--- config.mk ---
export PLATFORM = sky130hd
export DESIGN_NAME = enhanced_clock_page_replacer_unit
export DESIGN_NICKNAME = d
export VERILOG_FILES = /design/src/ecpr_pkg.sv /design/src/enhanced_clock_page_replacer_unit.sv
export SDC_FILE = /design/constraint.sdc
export NUM_CORES = 1
export LEC_CHECK = 0
export BUFFER_PORTS_ARGS = -buffer_cell sky130_fd_sc_hd__buf_4
export CAP_MARGIN = 20
export CORE_MARGIN = 5
export CORE_UTILIZATION = 25
export CTS_CLUSTER_SIZE = 25
export DETAILED_ROUTE_END_ITERATION = 16
export SLEW_MARGIN = 20
export SYNTH_ARGS = -nofsm -noshare
export SYNTH_HDL_FRONTEND = slang
export SYNTH_SLANG_ARGS = --single-unit
--- constraint.sdc ---
create_clock -name clk_i -period 5.95 [get_ports clk_i]
set_clock_uncertainty 0.1 [all_clocks]
set_input_delay 1.19 -clock clk_i [delete_from_list [all_inputs] [get_ports clk_i]]
set_output_delay 1.19 -clock clk_i [all_outputs]
set_load 0.03 [all_outputs]
--- src/ecpr_pkg.sv ---
// Shared types, constants and the control store of the enhanced clock page replacer.
`timescale 1ns / 1ps
`default_nettype none

package ecpr_pkg;

  // Default geometry and fixed field widths.
  localparam int unsigned SlotsDefault    = 4;
  localparam int unsigned PageBitsDefault = 8;
  localparam int unsigned FaultBits       = 16;
  localparam int unsigned StepBits        = 3;

  typedef logic [StepBits-1:0] step_t;

  // Addresses of the control store.
  localparam step_t StepIdle   = 3'd0;
  localparam step_t StepLookup = 3'd1;
  localparam step_t StepHit    = 3'd2;
  localparam step_t StepMiss   = 3'd3;
  localparam step_t StepSweep  = 3'd4;
  localparam step_t StepLoad   = 3'd5;

  // Datapath operation selected by a control word.
  typedef enum logic [2:0] {
    ACT_ACCEPT,
    ACT_MARK,
    ACT_HIT,
    ACT_MISS,
    ACT_SWEEP,
    ACT_LOAD
  } act_e;

  // Condition that picks the next step.
  typedef enum logic [2:0] {
    COND_IN_VALID,
    COND_HIT,
    COND_EMPTY,
    COND_VICTIM,
    COND_OUT_FREE
  } cond_e;

  typedef struct packed {
    act_e  act;
    cond_e cond;
    step_t on_true;
    step_t on_false;
  } uword_t;

  // The microprogram: one control word per step.
  function automatic uword_t ucode_rom(step_t step);
    uword_t w;
    case (step)
      StepIdle:   w = '{act: ACT_ACCEPT, cond: COND_IN_VALID,
                        on_true: StepLookup, on_false: StepIdle};
      StepLookup: w = '{act: ACT_MARK, cond: COND_HIT,
                        on_true: StepHit, on_false: StepMiss};
      StepHit:    w = '{act: ACT_HIT, cond: COND_OUT_FREE,
                        on_true: StepIdle, on_false: StepHit};
      StepMiss:   w = '{act: ACT_MISS, cond: COND_EMPTY,
                        on_true: StepLoad, on_false: StepSweep};
      StepSweep:  w = '{act: ACT_SWEEP, cond: COND_VICTIM,
                        on_true: StepLoad, on_false: StepSweep};
      StepLoad:   w = '{act: ACT_LOAD, cond: COND_OUT_FREE,
                        on_true: StepIdle, on_false: StepLoad};
      default:    w = '{act: ACT_ACCEPT, cond: COND_IN_VALID,
                        on_true: StepLookup, on_false: StepIdle};
    endcase
    return w;
  endfunction

endpackage

`default_nettype wire

--- src/enhanced_clock_page_replacer_unit.sv ---
// Enhanced second-chance clock page replacer, driven by a microcoded sequencer.
//
// Usage: each request on the input channel (in_valid_i / in_ready_o) carries a page
// number and an optional mark that sets the modified bit of one occupied slot before
// the lookup. One result per request leaves on the output channel (out_valid_o /
// out_ready_i): hit flag, slot, evicted page and the saturating fault count.
// Sequence: a hit passes the idle, lookup and hit steps from acceptance to result. A miss
// into an empty slot at the hand goes from the miss step straight to the load step; a miss
// that needs a victim first runs the sweep loop of the control store, one slot per cycle,
// until a victim is found. After the result is registered the sequencer returns to the
// idle step, where the next request is taken, so a request is not accepted mid-operation.
// Reset empties every slot, clears all referenced and modified bits, the clock hand and
// the fault count; slot page numbers stay undefined until loaded.
// Receiver stall: the result waits in the output register while a new request is taken
// and looked up; the sequencer holds on its final step until the output is free.
`timescale 1ns / 1ps
`default_nettype none

module enhanced_clock_page_replacer_unit #(
  parameter int unsigned SLOTS     = ecpr_pkg::SlotsDefault,
  parameter int unsigned PAGE_BITS = ecpr_pkg::PageBitsDefault
) (
  input  wire logic        clk_i,
  input  wire logic        rst_ni,
  input  wire logic        in_valid_i,
  output logic             in_ready_o,
  input  wire logic [7:0]  page_number_i,
  input  wire logic        mark_valid_i,
  input  wire logic [1:0]  mark_slot_i,
  output logic             out_valid_o,
  input  wire logic        out_ready_i,
  output logic             hit_o,
  output logic [1:0]       slot_index_o,
  output logic             evicted_valid_o,
  output logic [7:0]       evicted_page_o,
  output logic [15:0]      fault_count_o
);

  localparam int unsigned SlotBits = (SLOTS > 1) ? $clog2(SLOTS) : 1;
  localparam logic [SlotBits-1:0] LastSlot = SlotBits'(SLOTS - 1);
  localparam logic [ecpr_pkg::FaultBits-1:0] FaultMax = '1;

  typedef logic [SlotBits-1:0]  slot_t;
  typedef logic [PAGE_BITS-1:0] page_t;

  // Sequencer state.
  ecpr_pkg::step_t  step_q;
  ecpr_pkg::uword_t uw;
  logic             cond_ok;

  // Frame table and replacement state.
  page_t              frame_page_q [SLOTS];
  logic [SLOTS-1:0]   valid_q, ref_q, mod_q;
  slot_t              hand_q, cnt_q;
  logic [1:0]         pass_q;
  logic [ecpr_pkg::FaultBits-1:0] fault_q;

  // Latched request.
  page_t              page_q;
  logic               mark_v_q;
  logic [1:0]         mark_slot_q;

  // Result register.
  logic               out_valid_q, out_hit_q, out_ev_valid_q;
  slot_t              out_slot_q;
  page_t              out_ev_page_q;
  logic [ecpr_pkg::FaultBits-1:0] out_fault_q;

  // Datapath flags.
  logic               hit_found;
  slot_t              hit_idx;
  logic               victim_ok;
  logic               out_free;
  logic               mark_ok;
  slot_t              mark_idx;
  slot_t              hand_next;

  // Parallel tag compare; the lowest-numbered matching slot wins.
  always_comb begin
    hit_found = 1'b0;
    hit_idx   = '0;
    for (int i = SLOTS - 1; i >= 0; i--) begin
      if (valid_q[i] && frame_page_q[i] == page_q) begin
        hit_found = 1'b1;
        hit_idx   = SlotBits'(i);
      end
    end
  end

  // Slot under the hand and helper flags.
  assign victim_ok = !ref_q[hand_q] && (mod_q[hand_q] == pass_q[0]);
  assign hand_next = (hand_q == LastSlot) ? '0 : hand_q + 1'b1;
  assign out_free  = !out_valid_q || out_ready_i;
  assign mark_ok   = mark_v_q && (32'(mark_slot_q) < SLOTS);
  assign mark_idx  = SlotBits'(mark_slot_q);

  // Control word fetch and condition select.
  always_comb begin
    uw = ecpr_pkg::ucode_rom(step_q);
    case (uw.cond)
      ecpr_pkg::COND_IN_VALID: cond_ok = in_valid_i;
      ecpr_pkg::COND_HIT:      cond_ok = hit_found;
      ecpr_pkg::COND_EMPTY:    cond_ok = !valid_q[hand_q];
      ecpr_pkg::COND_VICTIM:   cond_ok = victim_ok;
      ecpr_pkg::COND_OUT_FREE: cond_ok = out_free;
      default:                 cond_ok = 1'b0;
    endcase
  end

  assign in_ready_o = (uw.act == ecpr_pkg::ACT_ACCEPT);

  // Control state, replacement bits, hand and counters.
  always_ff @(posedge clk_i or negedge rst_ni) begin
    if (!rst_ni) begin
      step_q      <= ecpr_pkg::StepIdle;
      valid_q     <= '0;
      ref_q       <= '0;
      mod_q       <= '0;
      hand_q      <= '0;
      cnt_q       <= '0;
      pass_q      <= '0;
      fault_q     <= '0;
      out_valid_q <= 1'b0;
    end else begin
      step_q <= cond_ok ? uw.on_true : uw.on_false;
      // The result is flagged when it is registered and dropped once it is taken.
      if (((uw.act == ecpr_pkg::ACT_HIT) || (uw.act == ecpr_pkg::ACT_LOAD)) && cond_ok) begin
        out_valid_q <= 1'b1;
      end else if (out_ready_i) begin
        out_valid_q <= 1'b0;
      end
      case (uw.act)
        ecpr_pkg::ACT_MARK: begin
          if (mark_ok && valid_q[mark_idx]) begin
            mod_q[mark_idx] <= 1'b1;
          end
        end
        ecpr_pkg::ACT_HIT: begin
          if (cond_ok) begin
            ref_q[hit_idx] <= 1'b1;
          end
        end
        ecpr_pkg::ACT_MISS: begin
          if (fault_q != FaultMax) begin
            fault_q <= fault_q + 1'b1;
          end
          cnt_q  <= '0;
          pass_q <= '0;
        end
        ecpr_pkg::ACT_SWEEP: begin
          if (!cond_ok) begin
            if (pass_q[0]) begin
              ref_q[hand_q] <= 1'b0;
            end
            hand_q <= hand_next;
            if (cnt_q == LastSlot) begin
              cnt_q  <= '0;
              pass_q <= pass_q + 1'b1;
            end else begin
              cnt_q <= cnt_q + 1'b1;
            end
          end
        end
        ecpr_pkg::ACT_LOAD: begin
          if (cond_ok) begin
            valid_q[hand_q] <= 1'b1;
            ref_q[hand_q]   <= 1'b1;
            mod_q[hand_q]   <= 1'b0;
            hand_q          <= hand_next;
          end
        end
        default: begin
        end
      endcase
    end
  end

  // Page store, latched request and result payload.
  always_ff @(posedge clk_i) begin
    case (uw.act)
      ecpr_pkg::ACT_ACCEPT: begin
        if (cond_ok) begin
          page_q      <= PAGE_BITS'(page_number_i);
          mark_v_q    <= mark_valid_i;
          mark_slot_q <= mark_slot_i;
        end
      end
      ecpr_pkg::ACT_HIT: begin
        if (cond_ok) begin
          out_hit_q      <= 1'b1;
          out_slot_q     <= hit_idx;
          out_ev_valid_q <= 1'b0;
          out_ev_page_q  <= '0;
          out_fault_q    <= fault_q;
        end
      end
      ecpr_pkg::ACT_LOAD: begin
        if (cond_ok) begin
          frame_page_q[hand_q] <= page_q;
          out_hit_q            <= 1'b0;
          out_slot_q           <= hand_q;
          out_ev_valid_q       <= valid_q[hand_q];
          out_ev_page_q        <= valid_q[hand_q] ? frame_page_q[hand_q] : '0;
          out_fault_q          <= fault_q;
        end
      end
      default: begin
      end
    endcase
  end

  // Output ports.
  assign out_valid_o     = out_valid_q;
  assign hit_o           = out_hit_q;
  assign slot_index_o    = 2'(out_slot_q);
  assign evicted_valid_o = out_ev_valid_q;
  assign evicted_page_o  = 8'(out_ev_page_q);
  assign fault_count_o   = out_fault_q;

`ifndef SYNTHESIS
  // A victim is always found before the pass counter wraps.
  assert property (@(posedge clk_i) disable iff (!rst_ni)
    !(step_q == ecpr_pkg::StepSweep && pass_q == 2'd3 && cnt_q == LastSlot && !victim_ok))
    else $error("sweep ran out of passes without a victim");

  // A completed load leaves a miss result and an occupied slot behind the hand.
  assert property (@(posedge clk_i) disable iff (!rst_ni)
    (step_q == ecpr_pkg::StepLoad && out_free)
      |=> (out_valid_q && !out_hit_q && valid_q[out_slot_q]))
    else $error("load did not produce a miss result on an occupied slot");

  // A completed hit reports a referenced, occupied slot.
  assert property (@(posedge clk_i) disable iff (!rst_ni)
    (step_q == ecpr_pkg::StepHit && out_free)
      |=> (out_valid_q && out_hit_q && ref_q[out_slot_q] && valid_q[out_slot_q]))
    else $error("hit result without a referenced slot");

  // The fault count moves only on the miss step.
  assert property (@(posedge clk_i) disable iff (!rst_ni)
    (fault_q != $past(fault_q)) |-> ($past(step_q) == ecpr_pkg::StepMiss))
    else $error("fault count changed outside a miss");
`endif

endmodule

`default_nettype wire
* Word-level counts from Yosys, hierarchy flattened
Memory sizes are Yosys's and may differ from the RTL's.
Cells that the tools add are included.
Widths: inputs -> output; s select.
** Storage, ports and cells
- Bits in registers :: 77
- Memory bits (writable) :: 32
- Logic and storage cells :: 157
- Memories :: 1
** Memories
- frame_page_q :: words 4, width 8, read ports 5, clocked after Yosys merged registers in 0, wr ports 1, line enhanced_clock_page_replacer_unit.sv:52 : page_t frame_page_q [SLOTS];
** Cells by class
- $add $sub $neg :: 4
- $lt $le $gt $ge :: 6
- Equality and inequality tests :: 28
- Multiplexer cells :: 60
- Bitwise operators :: 7
- Reduce and logical (&&, ||, !) cells :: 34
** Operators with widths (count)
- $pmux 12 s5 :: 1
- $eq 8x8->1 :: 4
- $mux 2 :: 13
- $mux 4 :: 6
- $mux 8 :: 3
- $mux 1 :: 19
- $eq 3x2->1 const B :: 6
- $add 16x1->16 const B :: 1
- $ne 16x16->1 const B :: 1
- $or 4x4->4 :: 4
- $pmux 2 s2 :: 4
- $pmux 8 s2 :: 1
- $eq 3x3->1 const B :: 5
- $ne 2x2->1 const B :: 6
- $pmux 4 s3 :: 1
- $reduce_and 3->1 :: 4
- $logic_and 1x1->1 :: 10
- $reduce_and 2->1 :: 5
- $reduce_bool 2->1 :: 5
- $eq 3x1->1 const B :: 3
- $lt 2x3->1 const B :: 3
- $and 4x4->4 :: 2
- $bmux 1 s2 :: 4
- $pmux 4 s2 :: 1
- other kinds (15) :: 27

* Depth between registers and ports, before layout
- Depth in word-level cells :: 13
- Depth in mapped cells :: 10
- Depth with buffers taken out :: 9

* Least setup slack after synthesis
No wires, ideal clock.
- Path kind :: input -> register
- Start point :: input in_valid_i
- End point :: register hand_q[0]
- Setup time :: 0.094 ns
- Data arrival time :: 2.556 ns
- Data required time :: 5.756 ns
- Slack :: 3.200 ns
- Stages on the path :: 5
- Path through :: a21boi_1 > or3_4 > nor2_4 > and3_1 > a221oi_2
** On the way
- Longest elaborated chain between the ends :: 3
- Elaborated cells on any way between the ends :: 4
- Those cells by class :: eq/ne: 2; mux: 1; reduce/logical: 1
** RTL lines
- from (decl) :: line enhanced_clock_page_replacer_unit.sv:25 : input wire logic in_valid_i,
- $pmux 1 s5 (*) :: line enhanced_clock_page_replacer_unit.sv:100 : case (uw.cond)
- $ne 2x2->1 (no source line)
- $reduce_and 3->1 (no source line) (*)
- to (signal assigned) :: line enhanced_clock_page_replacer_unit.sv:155 : hand_q <= hand_next;
- to (signal assigned) :: line enhanced_clock_page_replacer_unit.sv:169 : hand_q <= hand_next;
- to (decl) :: line enhanced_clock_page_replacer_unit.sv:54 : slot_t hand_q, cnt_q;
Every way passes the cells marked *; elsewhere a longest branch is shown, timed or not.
A chain may end at the register's enable or synchronous reset.

* Worst setup path after layout
- Start point :: register step_q[0]
- End point :: output in_ready_o
** On the way
- Longest elaborated chain between the ends :: 3
- Elaborated cells on any way between the ends :: 7
- Those cells by class :: eq/ne: 5; mux: 1; reduce/logical: 1
** RTL lines
- from (decl) :: line enhanced_clock_page_replacer_unit.sv:47 : ecpr_pkg::step_t step_q;
- from (signal assigned) :: line enhanced_clock_page_replacer_unit.sv:115 : step_q <= ecpr_pkg::StepIdle;
- from (signal assigned) :: line enhanced_clock_page_replacer_unit.sv:125 : step_q <= cond_ok ? uw.on_true : uw.on_false;
- $eq 3x3->1, or another cell as far along :: line ecpr_pkg.sv:52 : case (step)
- $pmux 12 s5 (*) :: line ecpr_pkg.sv:52
- $logic_not 3->1 (*) :: line enhanced_clock_page_replacer_unit.sv:110 : assign in_ready_o = (uw.act == ecpr_pkg::ACT_ACCEPT);
- to (decl) :: line enhanced_clock_page_replacer_unit.sv:26 : output logic in_ready_o,
Marked as above.

==> impl_metrics.json <==
{
  "cts_resized": 0,
  "pwr-share-seq_pct": 46.3,
  "p_int_w": 0.00161,
  "setup_viol": 0,
  "dr.pass1.iters": 4,
  "path_clk_slew_ps": 70,
  "p_leak_nw": 2.12,
  "vias": 2958,
  "grt_overflow_total": 0,
  "synth_fp_nets": 385,
  "slew_viol_final": 0,
  "synth_fa_ha_area_share_pct": 1.53,
  "peakVddDrop_mv": 0.133,
  "dieWidth_um": 150,
  "placed_cell_area_um2": 5500,
  "dieArea_um2": 22600,
  "seq_area_frac_synth_pct": 62.2,
  "drtIter0Drc": 297,
  "rsz0062_at_grt": "no",
  "endpoint_kind": "output port",
  "hold_viol_final": 0,
  "syn_inst": 364,
  "power.density_nw_per_um2": 436,
  "drc": 0,
  "postCtsSetupBuffers": 0,
  "synth_top_area_share_pct": 43.3,
  "final_util_pct": 29.8,
  "holdBufCountCts": 0,
  "antenna_found_initial": 0,
  "period_minus_slack_ps": 2950,
  "synth.mux.area_fraction_pct": 5.57,
  "switchingPower_w": 0.000909,
  "die_height_um": 150,
  "io_pins": 45,
  "fin_area_um2": 5780,
  "clkPwrFrac_pct": 22.4,
  "final_nets": 424,
  "seqCellArea_um2": 3060,
  "num_rows": 51,
  "routabilityCongestion": 0.830,
  "hold_path.class": "flip-flop to flip-flop",
  "drive_gt1_share_pct": 23.3,
  "n_fill_cell": 1982,
  "slew_headroom_pct": 35.9,
  "yosysTopAreaCell": "edfxtp_1",
  "synth_simple_gate_area_share_pct": 13.6,
  "crit_type": "flip-flop to output port",
  "crit_required_ps": 4660,
  "worst-path-max-fanout": 17,
  "sw_frac_of_total_pct": 36.1,
  "totalNegativeSetupSlack_ps": 0,
  "cts_made_buffers": 9,
  "start_util_pct": 25.4,
  "synthXorXnorAreaFrac_pct": 8.72,
  "hpwl_mm": 7.25,
  "start_kind": "flip-flop",
  "synth_flop_cell": "edfxtp_1",
  "antenna_left": 0,
  "synth_compound_area_share_pct": 5.72,
  "n_antenna_cell": 0,
  "place_inst": 657,
  "outcome": "finished clean",
  "cts_tree": "yes",
  "clk_latency_ps": 350,
  "ys_async_sr_fraction_pct": 34.3,
  "ys_seq_elements": 108,
  "yosysWarnings": 0,
  "wirelength_mm": 10.1,
  "max_freq_mhz": 339,
  "cts_buffer_depth": 2,
  "worst-endpoint-arrival_ps": 1660,
  "period_share_pct": 49.6,
  "multi_input_area_um2": 1730,
  "synthTopCellsByArea": "edfxtp_1, dfrtp_1, xnor2_1, mux4_2, nand2_1",
  "avgSynthCellArea_um2": 13.5,
  "grt_first_pass_wirelength_mm": 16.8,
  "clock-sinks": 108,
  "holdWs_ps": 358,
  "syn-cell-area_um2": 4920,
  "io_buffers": 44,
  "core_um2": 19400,
  "grtUsageTotal_pct": 9.48,
  "pwr-share-comb_pct": 31.3,
  "root_buffer": "clkbuf_16",
  "synth_top_family_by_area": "simple AND/OR/NAND/NOR gates",
  "synth_cell_types": 59,
  "area_growth_pct": 17.5,
  "grt_pass1_vias": 3056,
  "viasPerCell": 4.40,
  "grt_max_degree": 38,
  "synth-edff-count": 71,
  "wl_per_cell_um": 15.1,
  "tightest_slew_ps": 961,
  "cap_violations": 0,
  "h-tree-depth": 3,
  "fin_cells": 673
}
-- logic make-up (layout without fill, tap and decap cells) --
group | count (synthesis) | count (layout)
flip-flops | 108 | 108
XOR/XNOR | 49 | 49
AND/OR/NAND/NOR | 116 | 116
adder cells (fa/ha/maj) | 6 | 6
buffers and inverters | 28 | 72
AO/OA/AOI/OAI | 41 | 41
multiplexers | 16 | 16
-- worst max-delay path, cell delays in order, from the launching register on --
cell and delay, ps:
dfrtp_1 620, or3_1 440, nand2_1 100, buf_4 160
-- power groups by stage --
stage / sequential, W / clock [W] / combinational [W]
floorplan: 0.00121 / 0 / 0.000528
global placement: 0.00118 / 0 / 0.000785
detailed placement: 0.00119 / 0 / 0.000799
CTS: 0.00117 / 0.000577 / 0.000802
global route: 0.00120 / 0.000608 / 0.000865
finish: 0.00117 / 0.000565 / 0.000788
-- metrics by stage --
step | power [W] | setup slack (ps)
after detailed placement | 0.00198 | 2940
after CTS | 0.00255 | 2980
after floorplan | 0.00174 | 3200
final | 0.00252 | 3000
after global routing | 0.00267 | 2900
after global placement | 0.00196 | 3090
-- cells in the mapped netlist, types with 3 or more instances --
| master | instances |
|---|---|
| nand2_1 | 21 |
| a31oi_1 | 7 |
| o22ai_1 | 3 |
| nand2b_1 | 3 |
| mux4_2 | 9 |
| nor2_1 | 20 |
| nand3_1 | 14 |
| and2_1 | 4 |
| ha_1 | 6 |
| o21ai_0 | 8 |
| buf_2 | 3 |
| inv_1 | 8 |
| nor3_1 | 7 |
| nand4_1 | 7 |
| edfxtp_1 | 71 |
| nor2b_1 | 5 |
| and3_1 | 11 |
| mux2i_1 | 6 |
| clkbuf_1 | 10 |
| dfrtp_1 | 37 |
| xnor2_1 | 42 |
| a21oi_1 | 8 |
| or2_2 | 6 |
| xor2_1 | 7 |
-- path summary, 6_finish.rpt --
check                      cells after the start                           end               startpoint  slack, ps
setup / recovery                               3                    in_ready_o      step_q[0]$_DFF_PN0_       3000
hold / removal                                 0   fault_count_o[14]$_DFFE_PP_  fault_q[14]$_DFFE_PN0P_        360
setup reg to reg                               5  frame_page_q[1][3]$_DFFE_PP_      step_q[1]$_DFF_PN0_       3190
hold reg to reg                                0   fault_count_o[14]$_DFFE_PP_  fault_q[14]$_DFFE_PN0P_        360
max in group asynchronous                      1          mod_q[1]$_DFFE_PN0P_                   rst_ni       4710
min in group asynchronous                      1        fault_q[9]$_DFFE_PN0P_                   rst_ni        700
-- layout make-up --
cell class	instances	area share, %
Sequential cell	108	52.9
Multi-Input combinational cell	228	29.9
Timing Repair Buffer	45	5.85
Tap cell	265	5.74
Clock buffer	11	4.20
Inverter	11	0.758
Clock inverter	5	0.649
-- cell usage in the layout (no fill, tap or decap), types with 2 or more instances in the layout --
| cell | instances |
|---|---|
| o31ai_1 | 2 |
| xnor2_1 | 42 |
| clkbuf_16 | 9 |
| or2_2 | 6 |
| clkinvlp_4 | 2 |
| a31oi_1 | 7 |
| nor2_1 | 20 |
| xor2_1 | 7 |
| nand2_1 | 21 |
| nand3_1 | 14 |
| o41ai_1 | 2 |
| clkinv_4 | 2 |
| nand2b_1 | 3 |
| inv_1 | 8 |
| o21ai_0 | 8 |
| o22ai_1 | 3 |
| mux2i_1 | 6 |
| buf_4 | 45 |
| and3_1 | 11 |
| and2_1 | 4 |
| nor2_4 | 2 |
| nor2b_1 | 5 |
| inv_2 | 2 |
| nand4_1 | 7 |
| nor3_1 | 7 |
| ha_1 | 6 |
| edfxtp_1 | 71 |
| a21oi_1 | 8 |
| mux4_2 | 9 |
| dfrtp_1 | 37 |
-- state kept, by name, indices dropped and copies added (netlist names), 2 cells and up --
register	flops
ref_q	4
cnt_q	2
fault_q	16
mod_q	4
frame_page_q	32
slot_index_o	2
mark_idx	2
evicted_page_o	8
step_q	3
fault_count_o	16
hand_q	2
page_q	8
valid_q	4
-- metal layers --
metal | GRT usage (%) | wire [um] | vias up
li1 | - | - | 1401
met1 | 12.4 | 4510 | 1478
met2 | 14.7 | 4960 | 65
met3 | 2.26 | 456 | 14
met4 | 4.67 | 225 | 0
met5 | 0 | 0 | -
No activity file was read; power rests on OpenSTA's default activity.
